--- config.mk ---
export PLATFORM = sky130hd
export DESIGN_NAME = source_text_tokenizer_unit
export DESIGN_NICKNAME = d
export VERILOG_FILES = /design/src/design/stt_pkg.sv /design/src/design/stt_scan.sv /design/src/design/stt_out_queue.sv /design/src/design/source_text_tokenizer_unit.sv
export SDC_FILE = /design/constraint.sdc
export NUM_CORES = 1
export LEC_CHECK = 0
export BUFFER_PORTS_ARGS = -buffer_cell sky130_fd_sc_hd__buf_2
export CAP_MARGIN = 20
export CORE_MARGIN = 2
export CORE_UTILIZATION = 53
export DETAILED_ROUTE_END_ITERATION = 7
export MAX_ROUTING_LAYER = met4
export PLACE_DENSITY = 0.7
export SLEW_MARGIN = 0
export SYNTH_ARGS = -nofsm -noshare
export SYNTH_HDL_FRONTEND = slang
export SYNTH_SLANG_ARGS = --single-unit
--- constraint.sdc ---
create_clock -name clk -period 15 [get_ports clk]
set_input_delay 2.25 -clock clk [delete_from_list [all_inputs] [get_ports clk]]
set_output_delay 2.25 -clock clk [all_outputs]
set_load 0.01 [all_outputs]
--- src/design/stt_pkg.sv ---
// shared types, constants and tables of the source text tokenizer
`timescale 1ns / 1ps

package stt_pkg;

	localparam int POS_BITS   = 24;
	localparam int FIELD_BITS = 24;
	localparam int CH_BITS    = 8;
	localparam int KIND_BITS  = 5;
	localparam int KW_COUNT   = 6;
	localparam int WL_BITS    = 3;
	localparam int Q_DEPTH    = 4;
	localparam int Q_PTR_BITS = $clog2(Q_DEPTH);
	localparam int Q_CNT_BITS = $clog2(Q_DEPTH + 1);

	typedef logic [POS_BITS-1:0]   pos_t;
	typedef logic [FIELD_BITS-1:0] field_t;
	typedef logic [CH_BITS-1:0]    char_t;
	typedef logic [WL_BITS-1:0]    wlen_t;
	typedef logic [KW_COUNT-1:0]   kw_mask_t;

	localparam wlen_t    WL_MAX = '1;
	localparam kw_mask_t KW_ALL = '1;

	typedef enum logic [3:0] {
		MODE_IDLE,
		MODE_IDENT,
		MODE_INT,
		MODE_FRAC,
		MODE_STRING,
		MODE_COMMENT,
		MODE_OP_EQ,
		MODE_OP_BANG,
		MODE_OP_LT,
		MODE_OP_GT
	} scan_mode_t;

	typedef enum logic [KIND_BITS-1:0] {
		TK_EOF, TK_INT, TK_FLOAT, TK_STRING, TK_IDENT,
		TK_DEF, TK_RETURN, TK_IF, TK_ELSE, TK_WHILE, TK_PRINT,
		TK_PLUS, TK_MINUS, TK_STAR, TK_SLASH, TK_ASSIGN, TK_EQ, TK_NE,
		TK_LT, TK_GT, TK_LE, TK_GE, TK_LPAREN, TK_RPAREN, TK_COLON,
		TK_COMMA, TK_SEMI, TK_NEWLINE
	} token_kind_t;

	// source characters with a role of their own
	localparam char_t CH_NL     = 8'h0a;
	localparam char_t CH_QUOTE  = 8'h22;
	localparam char_t CH_HASH   = 8'h23;
	localparam char_t CH_DOT    = 8'h2e;
	localparam char_t CH_EQUAL  = 8'h3d;
	localparam char_t CH_BANG   = 8'h21;
	localparam char_t CH_LESS   = 8'h3c;
	localparam char_t CH_MORE   = 8'h3e;
	localparam char_t CH_PLUS   = 8'h2b;
	localparam char_t CH_MINUS  = 8'h2d;
	localparam char_t CH_STAR   = 8'h2a;
	localparam char_t CH_SLASH  = 8'h2f;
	localparam char_t CH_LPAREN = 8'h28;
	localparam char_t CH_RPAREN = 8'h29;
	localparam char_t CH_COLON  = 8'h3a;
	localparam char_t CH_COMMA  = 8'h2c;
	localparam char_t CH_SEMI   = 8'h3b;

	// keyword text, zero padded to eight characters
	localparam char_t KW_TEXT [KW_COUNT][8] = '{
		'{"d", "e", "f", 8'h00, 8'h00, 8'h00, 8'h00, 8'h00},
		'{"r", "e", "t", "u", "r", "n", 8'h00, 8'h00},
		'{"i", "f", 8'h00, 8'h00, 8'h00, 8'h00, 8'h00, 8'h00},
		'{"e", "l", "s", "e", 8'h00, 8'h00, 8'h00, 8'h00},
		'{"w", "h", "i", "l", "e", 8'h00, 8'h00, 8'h00},
		'{"p", "r", "i", "n", "t", 8'h00, 8'h00, 8'h00}
	};

	localparam wlen_t KW_LEN [KW_COUNT] = '{3'd3, 3'd6, 3'd2, 3'd4, 3'd5, 3'd5};

	localparam token_kind_t KW_KIND [KW_COUNT] = '{
		TK_DEF, TK_RETURN, TK_IF, TK_ELSE, TK_WHILE, TK_PRINT
	};

	typedef struct packed {
		token_kind_t kind;
		field_t      start;
		field_t      length;
		field_t      line;
		field_t      column;
		logic        last;
	} token_t;

	// tokens caused by one item, packed from the first slot
	typedef struct packed {
		logic [1:0] count;
		token_t     first;
		token_t     second;
	} token_pair_t;

endpackage

--- src/design/stt_scan.sv ---
// scanner state and the per-byte step that yields up to two tokens
`timescale 1ns / 1ps

module stt_scan (
	input  logic                clk,
	input  logic                arst_n,
	input  logic                step,
	input  stt_pkg::char_t      ch,
	input  logic                eos,
	output stt_pkg::token_pair_t pair
);
	import stt_pkg::*;

	scan_mode_t mode_q, mode_d;
	pos_t       pos_q, pos_d;
	pos_t       line_q, line_d;
	pos_t       col_q, col_d;
	pos_t       start_q, start_d;
	kw_mask_t   cand_q, cand_d;
	wlen_t      wl_q, wl_d;

	pos_t     pos_c, line_c, col_c;
	logic     ch_letter, ch_numeral;
	kw_mask_t cand_m, cand_i;
	wlen_t    wl_m;

	logic        flush_has;
	token_t      flush_tok;
	token_kind_t ident_kind;

	logic   a_v, b_v, c_v;
	token_t tok_b, tok_c;

	// counters after taking the current byte, saturating
	always_comb begin
		pos_c  = (pos_q != '1) ? pos_q + POS_BITS'(1) : pos_q;
		line_c = line_q;
		col_c  = col_q;
		if (ch == CH_NL) begin
			line_c = (line_q != '1) ? line_q + POS_BITS'(1) : line_q;
			col_c  = POS_BITS'(1);
		end else if (col_q != '1) begin
			col_c = col_q + POS_BITS'(1);
		end
	end

	assign ch_letter  = (ch >= "a" && ch <= "z") || (ch >= "A" && ch <= "Z") || ch == "_";
	assign ch_numeral = ch >= "0" && ch <= "9";

	// keyword candidates narrowed by one character
	always_comb begin
		for (int k = 0; k < KW_COUNT; k++) begin
			cand_m[k] = cand_q[k] && (wl_q < KW_LEN[k]) && (KW_TEXT[k][wl_q] == ch);
			cand_i[k] = KW_TEXT[k][0] == ch;
		end
		wl_m = (wl_q != WL_MAX) ? wl_q + WL_BITS'(1) : wl_q;
	end

	always_comb begin
		ident_kind = TK_IDENT;
		for (int k = 0; k < KW_COUNT; k++) begin
			if (cand_q[k] && KW_LEN[k] == wl_q) begin
				ident_kind = KW_KIND[k];
			end
		end
	end

	// token still open before this byte
	always_comb begin
		flush_has        = 1'b1;
		flush_tok.kind   = TK_EOF;
		flush_tok.start  = '0;
		flush_tok.length = '0;
		flush_tok.line   = FIELD_BITS'(line_q);
		flush_tok.column = FIELD_BITS'(col_q);
		flush_tok.last   = 1'b0;
		unique case (mode_q)
			MODE_IDENT: begin
				flush_tok.kind = ident_kind;
				if (ident_kind == TK_IDENT) begin
					flush_tok.start  = FIELD_BITS'(start_q);
					flush_tok.length = FIELD_BITS'(pos_q - start_q);
				end
			end
			MODE_INT, MODE_FRAC: begin
				flush_tok.kind   = (mode_q == MODE_INT) ? TK_INT : TK_FLOAT;
				flush_tok.start  = FIELD_BITS'(start_q);
				flush_tok.length = FIELD_BITS'(pos_q - start_q);
			end
			MODE_OP_EQ: flush_tok.kind = TK_ASSIGN;
			MODE_OP_LT: flush_tok.kind = TK_LT;
			MODE_OP_GT: flush_tok.kind = TK_GT;
			default:    flush_has = 1'b0;
		endcase
	end

	always_comb begin
		logic cont;
		mode_d  = mode_q;
		pos_d   = pos_q;
		line_d  = line_q;
		col_d   = col_q;
		start_d = start_q;
		cand_d  = cand_q;
		wl_d    = wl_q;
		a_v     = 1'b0;
		b_v     = 1'b0;
		c_v     = 1'b0;
		cont    = 1'b0;
		tok_b.kind   = TK_EOF;
		tok_b.start  = '0;
		tok_b.length = '0;
		tok_b.line   = FIELD_BITS'(line_c);
		tok_b.column = FIELD_BITS'(col_c);
		tok_b.last   = 1'b1;
		tok_c.kind   = TK_STRING;
		tok_c.start  = '0;
		tok_c.length = '0;
		tok_c.line   = FIELD_BITS'(line_c);
		tok_c.column = FIELD_BITS'(col_c);
		tok_c.last   = 1'b0;
		if (eos) begin
			// open token, then end of file, then back to the reset state
			a_v          = flush_has;
			b_v          = 1'b1;
			tok_b.line   = FIELD_BITS'(line_q);
			tok_b.column = FIELD_BITS'(col_q);
			mode_d  = MODE_IDLE;
			pos_d   = '0;
			line_d  = POS_BITS'(1);
			col_d   = POS_BITS'(1);
			start_d = '0;
			cand_d  = KW_ALL;
			wl_d    = '0;
		end else begin
			unique case (mode_q)
				MODE_IDENT: begin
					if (ch_letter || ch_numeral) begin
						cont   = 1'b1;
						cand_d = cand_m;
						wl_d   = wl_m;
					end
				end
				MODE_INT: begin
					if (ch_numeral) begin
						cont = 1'b1;
					end else if (ch == CH_DOT) begin
						cont   = 1'b1;
						mode_d = MODE_FRAC;
					end
				end
				MODE_FRAC: cont = ch_numeral;
				MODE_STRING: begin
					cont = 1'b1;
					if (ch == CH_QUOTE) begin
						c_v          = 1'b1;
						tok_c.start  = FIELD_BITS'(start_q);
						tok_c.length = FIELD_BITS'(pos_q - start_q);
						mode_d       = MODE_IDLE;
					end
				end
				MODE_COMMENT: cont = ch != CH_NL;
				MODE_OP_EQ, MODE_OP_BANG, MODE_OP_LT, MODE_OP_GT: begin
					if (ch == CH_EQUAL) begin
						cont   = 1'b1;
						c_v    = 1'b1;
						mode_d = MODE_IDLE;
						case (mode_q)
							MODE_OP_EQ:   tok_c.kind = TK_EQ;
							MODE_OP_BANG: tok_c.kind = TK_NE;
							MODE_OP_LT:   tok_c.kind = TK_LE;
							default:      tok_c.kind = TK_GE;
						endcase
					end
				end
				default: cont = 1'b0;
			endcase
			pos_d  = pos_c;
			line_d = line_c;
			col_d  = col_c;
			if (!cont) begin
				// close the open token, then start from idle on this byte
				a_v    = flush_has;
				mode_d = MODE_IDLE;
				if (ch == CH_NL) begin
					b_v        = 1'b1;
					tok_b.kind = TK_NEWLINE;
				end else if (ch == CH_HASH) begin
					mode_d = MODE_COMMENT;
				end else if (ch_letter) begin
					start_d = pos_q;
					cand_d  = cand_i;
					wl_d    = WL_BITS'(1);
					mode_d  = MODE_IDENT;
				end else if (ch_numeral) begin
					start_d = pos_q;
					mode_d  = MODE_INT;
				end else if (ch == CH_QUOTE) begin
					start_d = pos_c;
					mode_d  = MODE_STRING;
				end else begin
					b_v = 1'b1;
					case (ch)
						CH_PLUS:   tok_b.kind = TK_PLUS;
						CH_MINUS:  tok_b.kind = TK_MINUS;
						CH_STAR:   tok_b.kind = TK_STAR;
						CH_SLASH:  tok_b.kind = TK_SLASH;
						CH_LPAREN: tok_b.kind = TK_LPAREN;
						CH_RPAREN: tok_b.kind = TK_RPAREN;
						CH_COLON:  tok_b.kind = TK_COLON;
						CH_COMMA:  tok_b.kind = TK_COMMA;
						CH_SEMI:   tok_b.kind = TK_SEMI;
						CH_EQUAL: begin
							b_v    = 1'b0;
							mode_d = MODE_OP_EQ;
						end
						CH_BANG: begin
							b_v    = 1'b0;
							mode_d = MODE_OP_BANG;
						end
						CH_LESS: begin
							b_v    = 1'b0;
							mode_d = MODE_OP_LT;
						end
						CH_MORE: begin
							b_v    = 1'b0;
							mode_d = MODE_OP_GT;
						end
						default: b_v = 1'b0;
					endcase
				end
			end
		end
	end

	// pack: flushed or closing token first, idle-step token second
	always_comb begin
		pair.count  = 2'({1'b0, a_v} + {1'b0, b_v} + {1'b0, c_v});
		pair.second = tok_b;
		if (a_v) begin
			pair.first = flush_tok;
		end else if (c_v) begin
			pair.first = tok_c;
		end else begin
			pair.first = tok_b;
		end
		pair.first.last = pair.count == 2'd1;
	end

	always_ff @(posedge clk or negedge arst_n) begin
		if (!arst_n) begin
			mode_q  <= MODE_IDLE;
			pos_q   <= '0;
			line_q  <= POS_BITS'(1);
			col_q   <= POS_BITS'(1);
			start_q <= '0;
			cand_q  <= KW_ALL;
			wl_q    <= '0;
		end else if (step) begin
			mode_q  <= mode_d;
			pos_q   <= pos_d;
			line_q  <= line_d;
			col_q   <= col_d;
			start_q <= start_d;
			cand_q  <= cand_d;
			wl_q    <= wl_d;
		end
	end

endmodule

--- src/design/stt_out_queue.sv ---
// small token queue, two writes and one read per cycle
`timescale 1ns / 1ps

module stt_out_queue (
	input  logic                 clk,
	input  logic                 arst_n,
	input  logic                 wr_en,
	input  stt_pkg::token_pair_t pair,
	output logic                 room,
	output logic                 head_valid,
	input  logic                 head_ready,
	output stt_pkg::token_t      head
);
	import stt_pkg::*;

	token_t                entry_q [Q_DEPTH];
	logic [Q_PTR_BITS-1:0] wr_ptr_q, rd_ptr_q;
	logic [Q_CNT_BITS-1:0] count_q;
	logic [Q_CNT_BITS-1:0] n_wr;
	logic                  pop;

	assign n_wr       = wr_en ? Q_CNT_BITS'(pair.count) : '0;
	assign pop        = head_valid && head_ready;
	assign head_valid = count_q != '0;
	assign head       = entry_q[rd_ptr_q];
	assign room       = count_q <= Q_CNT_BITS'(Q_DEPTH - 2);

	always_ff @(posedge clk) begin
		if (wr_en && pair.count != 2'd0) begin
			entry_q[wr_ptr_q] <= pair.first;
		end
		if (wr_en && pair.count == 2'd2) begin
			entry_q[wr_ptr_q + Q_PTR_BITS'(1)] <= pair.second;
		end
	end

	always_ff @(posedge clk or negedge arst_n) begin
		if (!arst_n) begin
			wr_ptr_q <= '0;
			rd_ptr_q <= '0;
			count_q  <= '0;
		end else begin
			wr_ptr_q <= wr_ptr_q + Q_PTR_BITS'(n_wr);
			rd_ptr_q <= rd_ptr_q + Q_PTR_BITS'(pop);
			count_q  <= count_q + n_wr - Q_CNT_BITS'(pop);
		end
	end

endmodule

--- src/design/source_text_tokenizer_unit.sv ---
// top level of the streaming source text tokenizer
`timescale 1ns / 1ps

// channel  | direction | payload
// ---------+-----------+-----------------------------------------------------
// s_axis   | in        | tdata: ch; tuser: end_of_source
// m_axis   | out       | tuser: token_kind; tdata: text_start, text_length,
//          |           | line_number, column_number; tlast: last
//
// one byte per cycle while the queue has room: a transfer lands in the input
// register, the scanner steps on it once the queue has room and writes its
// tokens into a four-entry queue; a byte gives at most two tokens, and the
// one read port of the queue gives one token per cycle while m_axis_tready is high
// reset clears the scanner to idle, counters to position 0, line 1, column 1
// the input register holds while the queue has fewer than two free entries

module source_text_tokenizer_unit (
	input  logic         clk,
	input  logic         arst_n,
	input  logic         s_axis_tvalid,
	output logic         s_axis_tready,
	input  logic [7:0]   s_axis_tdata,   // ch
	input  logic         s_axis_tuser,   // end_of_source
	output logic         m_axis_tvalid,
	input  logic         m_axis_tready,
	output logic [95:0]  m_axis_tdata,   // text_start, text_length, line_number, column_number
	output logic [4:0]   m_axis_tuser,   // token_kind
	output logic         m_axis_tlast    // last token of one input transfer
);
	import stt_pkg::*;

	// input register
	logic        valid_s1;
	char_t       ch_s1;
	logic        eos_s1;

	logic        room;
	logic        step;
	token_pair_t pair;
	token_t      head;

	// the scanner steps once the queue can take two tokens
	assign step          = valid_s1 && room;
	assign s_axis_tready = !valid_s1 || room;

	always_ff @(posedge clk or negedge arst_n) begin
		if (!arst_n) begin
			valid_s1 <= 1'b0;
		end else if (s_axis_tvalid && s_axis_tready) begin
			valid_s1 <= 1'b1;
		end else if (step) begin
			valid_s1 <= 1'b0;
		end
	end

	// payload needs no reset
	always_ff @(posedge clk) begin
		if (s_axis_tvalid && s_axis_tready) begin
			ch_s1  <= s_axis_tdata;
			eos_s1 <= s_axis_tuser;
		end
	end

	stt_scan u_scan (
		.clk    (clk),
		.arst_n (arst_n),
		.step   (step),
		.ch     (ch_s1),
		.eos    (eos_s1),
		.pair   (pair)
	);

	// the queue entries act as the result register
	stt_out_queue u_queue (
		.clk        (clk),
		.arst_n     (arst_n),
		.wr_en      (step),
		.pair       (pair),
		.room       (room),
		.head_valid (m_axis_tvalid),
		.head_ready (m_axis_tready),
		.head       (head)
	);

	assign m_axis_tuser = head.kind;
	assign m_axis_tdata = {head.column, head.line, head.length, head.start};
	assign m_axis_tlast = head.last;

endmodule

==> results of run 1 <==
cell families after synthesis:
| kind of cell | after synthesis |
|---|---|
| AO/OA/AOI/OAI | 918 |
| XOR/XNOR | 68 |
| adder cells (fa/ha/maj) | 41 |
| buffers and inverters | 301 |
| flip-flops | 534 |
| multiplexers | 118 |
| AND/OR/NAND/NOR | 856 |
sequential cells by signal, summed over array words and instances (netlist names):
signal and count:
eos_s1 1, u_scan.col_q 24, u_queue.rd_ptr_q 2, valid_s1 1
u_scan.pos_q 24, u_queue.wr_ptr_q 2, u_scan.mode_q 4, ch_s1 8
u_queue.entry_q 408, u_scan.start_q 24, u_scan.wl_q 3, u_scan.cand_q 6
u_queue.count_q 3, u_scan.line_q 24
worst max-delay path: stages (launching register included):
cell	delay (ps)
edfxtp_1	960
nand2b_1	290
nor4_4	50
buf_4	230
a211oi_1	660
o21ai_2	200
nand2_1	520
inv_2	230
fa_1	800
o21ai_1	290
nor2_2	1010
nor2_4	70
buf_4	390
nor2_2	910
o21ai_0	240
o31ai_1	130
cell usage after synthesis (24+ instances only):
library cell / instances
nand2_1: 363
o21ai_0: 305
edfxtp_1: 221
clkbuf_1: 197
dfxtp_1: 196
nor2_1: 165
a21oi_1: 161
dfrtp_1: 109
mux4_2: 102
a22o_1: 89
o22ai_1: 87
nor3_1: 73
inv_1: 59
nand3_1: 58
xnor2_1: 50
o31ai_1: 48
ha_1: 38
and3_1: 27
nand4_1: 27
a221oi_1: 24
stage by stage:
stage                util  cell area, sq um  cells
floorplan               -             28200   2836
global route        0.591             31000   3557
finish              0.591             31000   3557
detailed placement  0.556             29200   3449
CTS                 0.590             31000   3554
global placement    0.555             29100   3444
power breakdown:
| part | leakage, nW | switching, mW | internal (mW) |
|---|---|---|---|
| Combinational | 4.80 | 1.43 | 0.760 |
| Clock | 0.895 | 0.596 | 0.780 |
| Sequential | 5.21 | 0.217 | 1.80 |
| Total | 10.9 | 2.25 | 3.34 |
path summary, 6_finish.rpt:
check	startpoint	end	depth (start not counted)
max in group asynchronous	arst_n	u_queue.rd_ptr_q[1]	3
max	ch_s1[2]	u_queue.entry_q[3][35]	15
min	u_queue.entry_q[1][82]	u_queue.entry_q[1][82]	2
min reg2reg	u_queue.entry_q[1][82]	u_queue.entry_q[1][82]	2
min in group asynchronous	arst_n	u_scan.col_q[13]	1
max reg2reg	ch_s1[2]	u_queue.entry_q[3][35]	15
routing by layer:
metal	vias up	GRT usage	part of all wire
li1	10700	-	-
met1	11900	0.425	0.41
met2	1402	0.481	0.46
met3	214	0.0604	0.098
met4	0	0.105	0.031
met5	-	-	0
final cells by class:
class | count | area (sq um) | share of cell area
multi-input cells | 2001 | 13600 | 0.439
flip-flops and latches | 534 | 13500 | 0.435
clock buffers | 80 | 1560 | 0.0504
repair buffers | 167 | 1000 | 0.0323
well taps | 688 | 861 | 0.0277
clock inverters | 25 | 236 | 0.00762
inverters | 60 | 225 | 0.00726
diodes | 2 | 5.00 | 0.000161
==> results_dict.tcl, run 1 <==
set metrics [dict create \
    period_needed_ps 7200 \
    wirelength_um 87000 \
    grt_setup_unrepaired "false" \
    arrival_ps 7630 \
    core_area_sq_mm 0.0526 \
    max_cap_violations 0 \
    overflow 0 \
    viasPerCell 6.80 \
    pre_cts_slack_ps 8010 \
    status "complete, no violations" \
    synth_compound_area_frac 0.210 \
    synth_cell_types 88 \
    nFillCells 4452 \
    hold_buffers 0 \
    ctsResizeCount 0 \
    finalSetupViolations 0 \
    criticalPathCategory "reg -> reg" \
    dieArea_sq_mm 0.0551 \
    yosysSeqAreaShare 0.479 \
    firstDrtPassIters 5 \
    drive_above_1_share 0.148 \
    cp-end-kind "flip-flop" \
    ant_nets 0 \
    fp-row-count 84 \
    slew_viol_final 0 \
    drtIter0Drc 2979 \
    synth_mux_area_frac 0.0874 \
    fin_setup_tns_ps 0 \
    yosys.area_share.xor_xnor 0.0211 \
    synth-edff-count 221 \
    hold_viol_final 0 \
    fp.dieW_um 235 \
    cts_tree "yes" \
    p_total_mw 5.58 \
    worst_slew_pin_slew_ps 1180 \
    io_buffers 116 \
    die_y_um 235 \
    max_freq_ghz 0.139 \
    vias 24200 \
    slew_headroom 0.206 \
    p_per_area_mw_per_mm2 180 \
    antenna_found_initial 2 \
    synth-simple-area-share 0.143 \
    synthArstFlopShare 0.219 \
    first_global_vias 23400 \
    grt_first_pass_wirelength_um 134000 \
    clkTransAtPathRegs_ps 60 \
    synth_top_family_by_area "compound AO/OA/AOI/OAI gates" \
    yosys.area.top_type "edfxtp_1" \
    gp_congestion 0.932 \
    area_delta_synth_final_pct 10.1 \
    cts.sinks 534 \
    wl_per_cell_um 24.5 \
    layout_common_cells "362 x nand2_1, 305 x o21ai_0, 221 x edfxtp_1" \
    clk_latency_ps 620 \
    worst_setup_path_start_kind "flip-flop" \
    root_buffer "clkbuf_16" \
    hold_path_class "reg -> reg" \
    drc 0 \
    ir_worst_vdd_mv 0.105 \
    synth_nets 2890 \
    ys_seq_elements 534 \
    fin_hold_ws_ps 450 \
    final_common_cell "nand2_1" \
    fin_ws_ps 7800 \
    cts_buffer_depth 3 \
    place_hpwl_um 56400 \
    leakagePower_nw 10.9 \
    netlist_top_cells_area "edfxtp_1 24%, dfxtp_1 14%, dfrtp_1 9.7%, mux4_2 8.1%, o21ai_0 5.4%" \
    synth-main-ff-cell "edfxtp_1" \
    r2r_slack_ps 7800 \
    ys_warn_count 0 \
    syn_area_sq_mm 0.0282 \
    cts-buffers-inserted 56 \
    htree_levels 2 \
    final_nets 2874 \
    synth_adder_area_share 0.0190 \
    syn_inst 2836 \
    grt_util_all_layers 0.315 \
    timing.final.crit_share 0.480 \
    avgSynthCellArea_sq_um 9.94 \
    postCtsSetupBuffers 0 \
    grt_max_degree 70 \
    synth_top_area_share 0.235 \
    crit_fanout 57 \
    required_ps 15430 \
    start_util 0.537 \
    clock-skew-final_ps 20.4 \
    boundaryPins 117 \
]
Note: power is estimated with default switching activity, not from simulation.
==> inputs of run 2 (changes only) <==
--- a/config.mk
+++ b/config.mk
@@ -5,13 +5,14 @@
 export SDC_FILE = /design/constraint.sdc
 export NUM_CORES = 1
 export LEC_CHECK = 0
+export ABC_AREA = 1
 export BUFFER_PORTS_ARGS = -buffer_cell sky130_fd_sc_hd__buf_2
 export CAP_MARGIN = 20
 export CORE_MARGIN = 2
 export CORE_UTILIZATION = 53
 export DETAILED_ROUTE_END_ITERATION = 7
 export MAX_ROUTING_LAYER = met4
-export PLACE_DENSITY = 0.7
+export PLACE_DENSITY = 0.73
 export SLEW_MARGIN = 0
 export SYNTH_ARGS = -nofsm -noshare
 export SYNTH_HDL_FRONTEND = slang
==> constraint.sdc (replaced) <==
create_clock -name clk -period 6.1 [get_ports clk]
set_input_delay 0.915 -clock clk [delete_from_list [all_inputs] [get_ports clk]]
set_output_delay 0.915 -clock clk [all_outputs]
set_load 0.01 [all_outputs]
==> run 2 against run 1 <==
Effect of this change:
- global-route usage up 0.089 points
- die area up 8.2%
- routed wire length up 6.7%
- combinational power rose to 3.7 times the previous value
- count of clock-buffer cells in the layout up 4
- first-iteration DRC count up 8.9%
- critical path depth up 7
- worst hold slack worse by 79 ps
- register-to-register slack worse by 6500 ps
- sequential share of layout area down 3.0 points
==> results_dict.tcl, run 2 <==
set metrics [dict create \
    status "complete, no violations" \
    fin_ws_ps 1340 \
    crit_top_cell "nand2_1" \
    max_cap_violations 0 \
    critPathMaxStageDelay_ps 770 \
    fin_hold_ws_ps 371 \
    multi_input_area_sq_mm 0.0149 \
    core_area_sq_mm 0.0574 \
    final_common_cell "nand2_1" \
    leakagePower_nw 15.2 \
    first_global_vias 27200 \
    firstDrtPassIters 6 \
    met1_usage 0.438 \
    synthArstFlopShare 0.219 \
    grt_util_all_layers 0.316 \
    ys_seq_elements 534 \
    root_buffer "clkbuf_16" \
    path_cells "nand2_1 -> nor2_1 -> nand2_1 -> nand3_1 -> nand2_1 -> nand2_2 -> nand2_2 -> nand2_1 -> nor2_1 -> nor2_1 -> a41oi_1 -> fa_1 -> inv_1 -> nor2_1 -> nor2_1 -> nor3_4 -> inv_1 -> nand2_2 -> clkinv_1 -> buf_12 -> nand2_1 -> nand2_1" \
    largest_reg_flops 408 \
    p_per_area_mw_per_mm2 509 \
    period_needed_ps 4760 \
    synth-simple-area-share 0.340 \
    cts_buffer_depth 3 \
    cp_top_family "simple AND/OR/NAND/NOR gates" \
    crit_fanout 26 \
    nFillCells 5315 \
    cts.sinks 534 \
    yosys.area_share.xor_xnor 0.0212 \
    synth_top_family_by_area "simple AND/OR/NAND/NOR gates" \
    p_total_mw 16.9 \
    required_ps 6620 \
    placed_area_sq_mm 0.0314 \
    hold_viol_final 0 \
    timing.final.crit_share 0.781 \
    gr-usage-met2 0.486 \
    max_freq_ghz 0.210 \
    start_util 0.533 \
    yosys.area.top_type "edfxtp_1" \
    pre_cts_slack_ps 1410 \
    antenna_found_initial 1 \
    fin_util 0.581 \
    worst_slew_pin_slew_ps 1090 \
    vias 29200 \
    ctsResizeCount 0 \
    synth_nets 4323 \
    cts-buffers-inserted 57 \
    viasPerCell 5.76 \
    synth_adder_area_share 0.0175 \
    grt_setup_unrepaired "false" \
    ys_warn_count 0 \
    wirelength_um 92900 \
    place_hpwl_um 57200 \
    die_y_um 244 \
    final_nets 4303 \
    ant_nets 0 \
    slew_viol_final 0 \
    finalSetupViolations 0 \
    gp_congestion 1.01 \
    busiest_layer "met2" \
    fp.dieW_um 244 \
    avgSynthCellArea_sq_um 7.16 \
    synth-edff-count 221 \
    clock-skew-final_ps 39.8 \
    syn_inst 4269 \
    synth-main-ff-cell "edfxtp_1" \
    cpMaxStageDelayCell "clkinv_1" \
    grt_max_degree 168 \
    synth_most_common_cell "nand2_1" \
    syn_area_sq_mm 0.0305 \
    grt_first_pass_wirelength_um 148000 \
    dieArea_sq_mm 0.0596 \
    synth_common_cells "1500 x nand2_1, 498 x nand3_1, 385 x nor2_1" \
    htree_levels 2 \
    boundaryPins 117 \
    yosysSeqAreaShare 0.442 \
    ir_worst_vdd_mv 0.613 \
    clk_latency_ps 660 \
    slew_headroom 0.272 \
    dp_cells 4954 \
    fp-row-count 88 \
    synth_mux_area_frac 0 \
    grt_use_met3 0.0419 \
    drc 0 \
    ff_latch_area_sq_mm 0.0135 \
    wl_per_cell_um 18.3 \
    worst_setup_path_start_kind "flip-flop" \
    synth_compound_area_frac 0.107 \
    hold_buffers 0 \
    synth_top_area_share 0.217 \
    io_buffers 116 \
    fin_setup_tns_ps 0 \
    layout_common_cells "1497 x nand2_1, 498 x nand3_1, 383 x nor2_1" \
    area_delta_synth_final_pct 9.03 \
    cts_tree "yes" \
    clkTransAtPathRegs_ps 70 \
    netlist_top_cells_area "edfxtp_1 22%, nand2_1 18%, dfxtp_1 13%, dfrtp_1 8.9%, nand3_1 8.2%" \
    drive_above_1_share 0.0805 \
    regMostFlops "u_queue.entry_q" \
    arrival_ps 5280 \
    post-route-cell-area_sq_mm 0.0333 \
    hold_path_class "in -> async" \
    crit_buf_inv 4 \
    fin_cells 5063 \
    criticalPathCategory "reg -> reg" \
    postCtsSetupBuffers 0 \
    drtIter0Drc 3245 \
    synth_cell_types 53 \
    overflow 0 \
    cp-end-kind "flip-flop" \
]
-- run 2: cell types whose count changed after synthesis, sizes merged, moves of 42 or more --
cell,change
buf,+44
a21oi,-123
o21ai,+71
a22o,-88
nand3,+441
o22ai,+46
nor2,+227
inv,+226
nand2,+1157
xor2,+42
o31ai,-44
mux4,-102
clkbuf,-48
-- run 2: metal layers --
layer	vias up	wire, um
met5	-	0
met4	0	2430
met3	184	7700
met2	1277	42500
met1	13700	40300
li1	14000	-
-- run 2: worst paths after layout --
kind | to | slack, ps | startpoint | depth (start not counted)
max | u_queue.entry_q[0][92] | 1340 | ch_s1[3] | 22
min reg2reg | u_queue.entry_q[2][71] | 450 | u_queue.entry_q[2][71] | 2
min | u_scan.wl_q[0] | 370 | arst_n | 1
max in group asynchronous | u_scan.line_q[13] | 4720 | arst_n | 2
min in group clk | ch_s1[5] | 450 | s_axis_tdata[5] | 1
max reg2reg | u_queue.entry_q[0][92] | 1340 | ch_s1[3] | 22
-- run 2: cell families after synthesis --
| logic type | count (synthesis) |
|---|---|
| xor gates and xnor gates | 74 |
| adders and majority gates | 41 |
| AOI/OAI and AO/OA | 584 |
| and+or+nand+nor | 2511 |
| DFF | 534 |
| buffers and inverters | 525 |
-- run 2: cell type report --
cell class / count / share of cell area
Multi-Input combinational cell: 3210 / 0.446
Sequential cell: 534 / 0.405
Clock buffer: 84 / 0.0480
Inverter: 288 / 0.0328
Timing Repair Buffer: 158 / 0.0297
Tap cell: 765 / 0.0287
Clock inverter: 22 / 0.00879
Antenna cell: 2 / 0.000150
-- run 2: worst reg2reg max path, cell delays in order, from the launching register on --
cell and delay, ps:
edfxtp_1 620, nand2_1 210, nor2_1 190, nand2_1 70, nand3_1 60, nand2_1 130
nand2_2 110, nand2_2 80, nand2_1 90, nor2_1 50, nor2_1 90, a41oi_1 90
fa_1 630, inv_1 100, nor2_1 200, nor2_1 170, nor3_4 190, inv_1 70
nand2_2 60, clkinv_1 770, buf_12 490, nand2_1 90, nand2_1 50
-- run 2: report_power, final --
group          internal, mW  leakage [nW]  switching [mW]
clock network          2.00         0.909            1.52
registers              4.75          5.22           0.604
logic                  2.13          9.08            5.94
